File: src/hw/rtl/afu_pkg.sv
package afu_pkg;

    // Operation codes carried in the func field
    localparam logic [3:0] FN_ADD = 4'd0;
    localparam logic [3:0] FN_ADC = 4'd1;
    localparam logic [3:0] FN_SUB = 4'd2;
    localparam logic [3:0] FN_SBB = 4'd3;
    localparam logic [3:0] FN_INR = 4'd4;
    localparam logic [3:0] FN_DCR = 4'd5;
    localparam logic [3:0] FN_INX = 4'd6;
    localparam logic [3:0] FN_DCX = 4'd7;
    localparam logic [3:0] FN_DAD = 4'd8;
    localparam logic [3:0] FN_DAA = 4'd9;
    localparam logic [3:0] FN_CMC = 4'd10;
    localparam logic [3:0] FN_STC = 4'd11;
    localparam logic [3:0] FN_LDA = 4'd12;

    // Decimal adjust constants
    localparam logic [3:0] BCD_MAX_DIGIT = 4'd9;
    localparam logic [3:0] BCD_LOW_FIX   = 4'd6;
    localparam logic [8:0] BCD_HIGH_FIX  = 9'h060;

    typedef struct packed {
        logic [3:0]  func;
        logic [7:0]  operand;
        logic        to_accumulator;
        logic [15:0] pair_value;
        logic [15:0] hl_value;
    } afu_req_t;

    typedef struct packed {
        logic [7:0]  result_byte;
        logic [15:0] result_word;
        logic        flag_zero;
        logic        flag_sign;
        logic        flag_parity;
        logic        flag_carry;
        logic        flag_aux;
    } afu_rsp_t;

    // Architectural state: accumulator and flags
    typedef struct packed {
        logic [7:0] acc;
        logic       zero;
        logic       sign;
        logic       parity;
        logic       carry;
        logic       aux;
    } afu_state_t;

    function automatic logic even_parity(input logic [7:0] b);
        even_parity = ~(^b);
    endfunction

endpackage

File: src/hw/rtl/afu_core.sv
module afu_core (
    input  afu_pkg::afu_req_t   req,
    input  afu_pkg::afu_state_t state,
    output afu_pkg::afu_rsp_t   rsp,
    output afu_pkg::afu_state_t state_next
);

    logic       is_sub;
    logic [7:0] addend;
    logic       cin;
    logic [8:0] sum9;
    logic [4:0] low5;
    logic [7:0] incdec;
    logic [16:0] word17;
    logic       low_fix;
    logic [4:0] daa_low5;
    logic [8:0] daa_v1;
    logic       high_fix;
    logic [8:0] daa_v2;
    logic [7:0] zsp_byte;
    logic       zsp_upd;

    always_comb
    begin
        is_sub   = (req.func == afu_pkg::FN_SUB) || (req.func == afu_pkg::FN_SBB);
        addend   = is_sub ? ~req.operand : req.operand;
        case (req.func)
            afu_pkg::FN_ADC: cin = state.carry;
            afu_pkg::FN_SUB: cin = 1'b1;
            afu_pkg::FN_SBB: cin = ~state.carry;
            default:         cin = 1'b0;
        endcase
        sum9     = {1'b0, state.acc} + {1'b0, addend} + {8'd0, cin};
        low5     = {1'b0, state.acc[3:0]} + {1'b0, addend[3:0]} + {4'd0, cin};

        incdec   = (req.func == afu_pkg::FN_INR) ? req.operand + 8'd1 : req.operand - 8'd1;

        case (req.func)
            afu_pkg::FN_INX: word17 = {1'b0, req.pair_value} + 17'd1;
            afu_pkg::FN_DCX: word17 = {1'b0, req.pair_value - 16'd1};
            default:         word17 = {1'b0, req.pair_value} + {1'b0, req.hl_value};
        endcase

        // Decimal adjust: low digit first, then high digit on the adjusted value
        low_fix  = (state.acc[3:0] > afu_pkg::BCD_MAX_DIGIT) || state.aux;
        daa_low5 = {1'b0, state.acc[3:0]} + {1'b0, afu_pkg::BCD_LOW_FIX};
        daa_v1   = {1'b0, state.acc} + (low_fix ? {5'd0, afu_pkg::BCD_LOW_FIX} : 9'd0);
        high_fix = (daa_v1[8:4] > {1'b0, afu_pkg::BCD_MAX_DIGIT}) || state.carry;
        daa_v2   = daa_v1 + (high_fix ? afu_pkg::BCD_HIGH_FIX : 9'd0);

        state_next = state;
        rsp.result_byte = state.acc;
        rsp.result_word = 16'd0;
        zsp_byte = 8'd0;
        zsp_upd  = 1'b0;

        case (req.func)
            afu_pkg::FN_ADD, afu_pkg::FN_ADC, afu_pkg::FN_SUB, afu_pkg::FN_SBB:
            begin
                state_next.aux   = low5[4];
                state_next.carry = sum9[8] ^ is_sub;
                state_next.acc   = sum9[7:0];
                rsp.result_byte  = sum9[7:0];
                zsp_byte = sum9[7:0];
                zsp_upd  = 1'b1;
            end
            afu_pkg::FN_INR, afu_pkg::FN_DCR:
            begin
                state_next.aux = (req.func == afu_pkg::FN_INR) ? (incdec[3:0] == 4'd0)
                                                               : (req.operand[3:0] != 4'd0);
                if (req.to_accumulator)
                begin
                    state_next.acc = incdec;
                end
                rsp.result_byte = incdec;
                zsp_byte = incdec;
                zsp_upd  = 1'b1;
            end
            afu_pkg::FN_INX, afu_pkg::FN_DCX:
            begin
                rsp.result_word = word17[15:0];
            end
            afu_pkg::FN_DAD:
            begin
                rsp.result_word  = word17[15:0];
                state_next.carry = word17[16];
            end
            afu_pkg::FN_DAA:
            begin
                state_next.aux   = low_fix & daa_low5[4];
                state_next.carry = state.carry | daa_v2[8];
                state_next.acc   = daa_v2[7:0];
                rsp.result_byte  = daa_v2[7:0];
                zsp_byte = daa_v2[7:0];
                zsp_upd  = 1'b1;
            end
            afu_pkg::FN_CMC:
            begin
                state_next.carry = ~state.carry;
            end
            afu_pkg::FN_STC:
            begin
                state_next.carry = 1'b1;
            end
            afu_pkg::FN_LDA:
            begin
                state_next.acc  = req.operand;
                rsp.result_byte = req.operand;
            end
            default:
            begin
                state_next = state;
            end
        endcase

        if (zsp_upd)
        begin
            state_next.zero   = (zsp_byte == 8'd0);
            state_next.sign   = zsp_byte[7];
            state_next.parity = afu_pkg::even_parity(zsp_byte);
        end

        rsp.flag_zero   = state_next.zero;
        rsp.flag_sign   = state_next.sign;
        rsp.flag_parity = state_next.parity;
        rsp.flag_carry  = state_next.carry;
        rsp.flag_aux    = state_next.aux;
    end

endmodule

File: src/hw/rtl/cpu8080_arith_flag_unit.sv
// 8080 arithmetic and flag unit. Holds the accumulator and the Z, S, P, CY and
// AC flags (all zero after reset) and executes one operation per request: add,
// adc, sub, sbb, inr, dcr, inx, dcx, dad, daa, cmc, stc and load accumulator.
// Each request yields exactly one response carrying the byte result (the
// accumulator for pair and carry operations), the 16-bit pair result (zero for
// byte operations) and the flags after the operation. Unused func codes
// thirteen to fifteen change nothing. A request is registered on acceptance
// into the input stage; when that stage advances, the datapath evaluates it
// against the current accumulator and flags, updating them and loading the
// response register in the same edge. Throughput is one request per cycle for
// as long as responses are taken; the limit is the single accumulator/flag
// update per cycle, since every operation reads the flags written by the one
// before it.
module cpu8080_arith_flag_unit (
    input  logic              clk,
    input  logic              rst_n,

    input  logic              req_valid,
    output logic              req_ready,
    input  afu_pkg::afu_req_t req_data,

    output logic              rsp_valid,
    input  logic              rsp_ready,
    output afu_pkg::afu_rsp_t rsp_data
);

    // Input stage
    logic                in_valid_reg;
    afu_pkg::afu_req_t   in_data_reg;

    // Architectural state
    afu_pkg::afu_state_t state_reg;
    afu_pkg::afu_state_t state_next;

    // Response stage
    logic                out_valid_reg;
    afu_pkg::afu_rsp_t   out_data_reg;
    afu_pkg::afu_rsp_t   rsp_next;

    logic                advance;

    // The input stage moves on when the response register is empty or is
    // being drained this cycle.
    assign advance   = in_valid_reg && (!out_valid_reg || rsp_ready);
    assign req_ready = !in_valid_reg || advance;

    afu_core u_core (
        .req        (in_data_reg),
        .state      (state_reg),
        .rsp        (rsp_next),
        .state_next (state_next)
    );

    always_ff @(posedge clk or negedge rst_n)
    begin
        if (!rst_n)
        begin
            in_valid_reg  <= 1'b0;
            out_valid_reg <= 1'b0;
            state_reg     <= '0;
        end
        else
        begin
            if (req_ready)
            begin
                in_valid_reg <= req_valid;
            end
            if (advance)
            begin
                out_valid_reg <= 1'b1;
                state_reg     <= state_next;
            end
            else if (rsp_ready)
            begin
                out_valid_reg <= 1'b0;
            end
        end
    end

    // Payload registers
    always_ff @(posedge clk)
    begin
        if (req_valid && req_ready)
        begin
            in_data_reg <= req_data;
        end
        if (advance)
        begin
            out_data_reg <= rsp_next;
        end
    end

    assign rsp_valid = out_valid_reg;
    assign rsp_data  = out_data_reg;

endmodule

File: config.mk
export PLATFORM = sky130hd
export DESIGN_NAME = cpu8080_arith_flag_unit
export DESIGN_NICKNAME = d
export VERILOG_FILES = /design/src/hw/rtl/afu_pkg.sv /design/src/hw/rtl/afu_core.sv /design/src/hw/rtl/cpu8080_arith_flag_unit.sv
export SDC_FILE = /design/constraint.sdc
export NUM_CORES = 1
export LEC_CHECK = 0
export BUFFER_PORTS_ARGS = -buffer_cell sky130_fd_sc_hd__buf_2
export CAP_MARGIN = 20
export CORE_MARGIN = 8
export CORE_UTILIZATION = 35
export CTS_CLUSTER_DIAMETER = 100
export DETAILED_ROUTE_END_ITERATION = 8
export GPL_TIMING_DRIVEN = 0
export PLACE_DENSITY = 0.54
export SYNTH_ARGS = -nofsm -noshare
export SYNTH_HDL_FRONTEND = slang
export SYNTH_SLANG_ARGS = --single-unit
File: constraint.sdc
create_clock -name clk -period 5 [get_ports clk]
set_input_delay 0.5 -clock clk [delete_from_list [all_inputs] [get_ports clk]]
set_output_delay 0.5 -clock clk [all_outputs]
set_load 0.05 [all_outputs]
==> results.md <==
- Setup repair after global routing missed its margin: no
- Yosys cell types: 63
- WHS: 0.0742 ns
- Setup violators final: 0
- Reg2Reg Capture Point: rsp_data[2]
- CP startpoint: state_reg[8]
- CP bufs+invs: 1
- Final hold viol count: 0
- Reg-to-Reg Start: state_reg[8]
- Antenna Cells: 0
- Port Buf Inserts: 79
- Final Max Slew Viols: 0
- Clock sinks: 89
- Setup WS post-layout: 0.245 ns
- Area contributors post-synth: edfxtp_1 39%, ha_1 8.6%, dfrtp_1 6.6%
- Starting Density: 35.8%
- Slowest Stage Delay on Critical Path: 0.41 ns
- Slew headroom: 32.5%
- Overall Global Routing Usage: 15.3%
- Num CTS Buffers: 9
- Sequential-to-total area share from yosys stat: 45.6%
- Worst-margin pin slew: 1.00 ns
- Area grow syn2layout: 18.0%
- Number of global-route vias before repair: 4619
- DRC viols: 0
- Status: complete, no violations
- 1st-iter DRT viols: 287
- Pleak: 2.73 nW
- First-pass GRT wire length: 24.2 mm
- Die X: 144 µm
- CP startpoint kind: flop
- CP max stage cell: fa_2
- Worst path depth: 18
- Reg2Reg Setup Slack: 0.25 ns
- CP Data Required Time: 5.07 ns
- Standard-cell rows: 46
- PD cells: 445 nW/µm²
- Max_cap viols: 0
- Total core area: 15900 µm²
- TritonCTS clock tree: built
- FILL cells: 1628
- # IOs: 80
- GP Congestion: 0.905
- Setup crit end: rsp_data[2]
- Max reg flops: 45
- Initial antenna violation count: 0
- EDFF count, synth: 74
- Yosys warnings: 0
- Synth top area share: 39.1%
- Worst EP arrival: 4.82 ns
- Min cycle time layout: 4.75 ns
- Wire length per cell: 17.7 µm
- Synth Cell Area: 5690 µm²
- Syn nets: 636
- Clk buf depth: 2
- Critical path class: reg2reg
- Final Power: 2.99 mW
- Largest net degree at the start of global routing: 29
- DR pass1 iterations: 5
- Post-synth top flop: edfxtp_1
- Seq cells post-synth: 89
- Routed Wire Length: 15.1 mm
- Post-route ant nets: 0
- Die Ht: 144 µm
- Share of cells above drive strength 1: 18.2%
- Post-DP HPWL: 11.5 mm
- Critical-path cell list: clkbuf_2 > o21ai_1 > nand2b_1 > ha_1 > fa_2 > and3_1 > o311ai_1 > nand2_1 > ha_1 > fa_1 > xor2_1 > or3_1 > a21oi_1 > a211oi_2 > ha_1 > xnor2_2 > xnor2_1 > o21ai_1
- CP Max Fanout: 8
- Place WS: -0.0601 ns
- Synth area leader: edfxtp_1
- CTS root buffer: clkbuf_16
- DR vias: 4500
- Setup TNS: 0 ns
- Congestion Overflow GR: 0
- Final clock skew: 0.00711 ns
- FMAX: 210 MHz
- CTS Hold Bufs: 0
- Post-synthesis area per instance: 10.5 µm²
- VDD IR max: 193 µV
- Nets: 728
- Worst path most repeated cell: ha_1
- Ys async rst share: 16.9%
- Clk slew on worst S/H paths: 0.06 ns
- HP Class: in2async
- Top delay family on crit path: adder cells
- Die footprint: 20600 µm²
- # H-tree levels: 3
- Drt via density: 5.26
- Final period utilization: 95.1%
- Worst reg-to-reg path cell count: 18
- Worst setup EP type: flop
- Final Util: 42.3%
- Synthesized instance count: 542
- Clock Latency Late Sink: 0.35 ns
[cell type report]
class                   count  area, µm²  share of cell area (%)
clock inverters             6       58.8                   0.876
inverters                  12       45.0                   0.671
plain buffers              18       76.3                    1.14
flip-flops and latches     89       2600                    38.7
multi-input cells         422       2990                    44.5
repair buffers             82        450                    6.71
clock buffers              10        229                    3.41
well taps                 216        270                    4.03
[cell usage after synthesis (all sizes together), types with 15 or more instances]
cell type / n
a211oi: 15
a21o: 15
a21oi: 32
clkbuf: 15
dfrtp: 15
edfxtp: 74
ha: 39
nand2: 47
nor2: 47
nor2b: 22
o21ai: 32
xnor2: 24
xor2: 27
[logic make-up after synthesis]
group,synth area share [%]
fa+ha+maj,10.7
compound gates,16.4
xor+xnor,7.85
simple gates,16.1
mux,1.14
buf+inv,2.18
flops,45.6
[per-stage QoR]
step,instance area (µm²),instances
finish,6710,855
global route,6710,855
CTS,6700,855
detailed placement,6400,839
global placement,6360,837
floorplan,5690,542
[where the power goes]
part	leakage [nW]	total (mW)	internal [mW]	switching, mW
combinational	1.69	1.27	0.503	0.769
sequential	0.902	1.04	0.950	0.0926
clock	0.138	0.671	0.384	0.287
[worst min-delay path by stage]
| stage | from | end | slack (ns) |
|---|---|---|---|
| finish | rst_n | state_reg[0] | 0.07 |
| global route | rst_n | state_reg[8] | 0.10 |
| CTS | rst_n | state_reg[8] | 0.08 |
| detailed placement | rst_n | state_reg[0] | 0.45 |
| global placement | rst_n | state_reg[0] | 0.46 |
| floorplan | rst_n | in_valid_reg | 0.20 |
[cells in the final DEF (no fill, tap or decap), drive strengths merged, types with 7 or more instances in the layout]
| cell | n |
|---|---|
| clkbuf | 24 |
| a211oi | 15 |
| a21oi | 32 |
| o21ai | 32 |
| nor2b | 22 |
| a22oi | 7 |
| nor2 | 47 |
| xnor2 | 24 |
| a21o | 15 |
| ha | 39 |
| nand2 | 47 |
| edfxtp | 74 |
| nand3 | 7 |
| a31oi | 7 |
| buf | 86 |
| a221oi | 7 |
| dfrtp | 15 |
| xor2 | 27 |
| inv | 12 |
| nand2b | 12 |
[metal layers]
metal / up-vias / part of all wire [%] / routed length, µm / GRT usage [%]
met2: 132 / 48 / 7300 / 25.2
met1: 2133 / 43 / 6500 / 18.4
met4: 0 / 3.7 / 559 / 8.02
li1: 2199 / - / - / -
met5: - / 0 / 0 / 0
met3: 36 / 5.2 / 782 / 3.19
[repair_timing]
| item | CTS | global route |
|---|---|---|
| hold endpoints to repair | 0 | 0 |
| buffers inserted | 0 | 1 |
| gates resized for setup | 1 | 7 |
| pin swaps | 1 | 2 |
| setup endpoints to repair | 2 | 3 |
(Power assumes the default switching activity.)
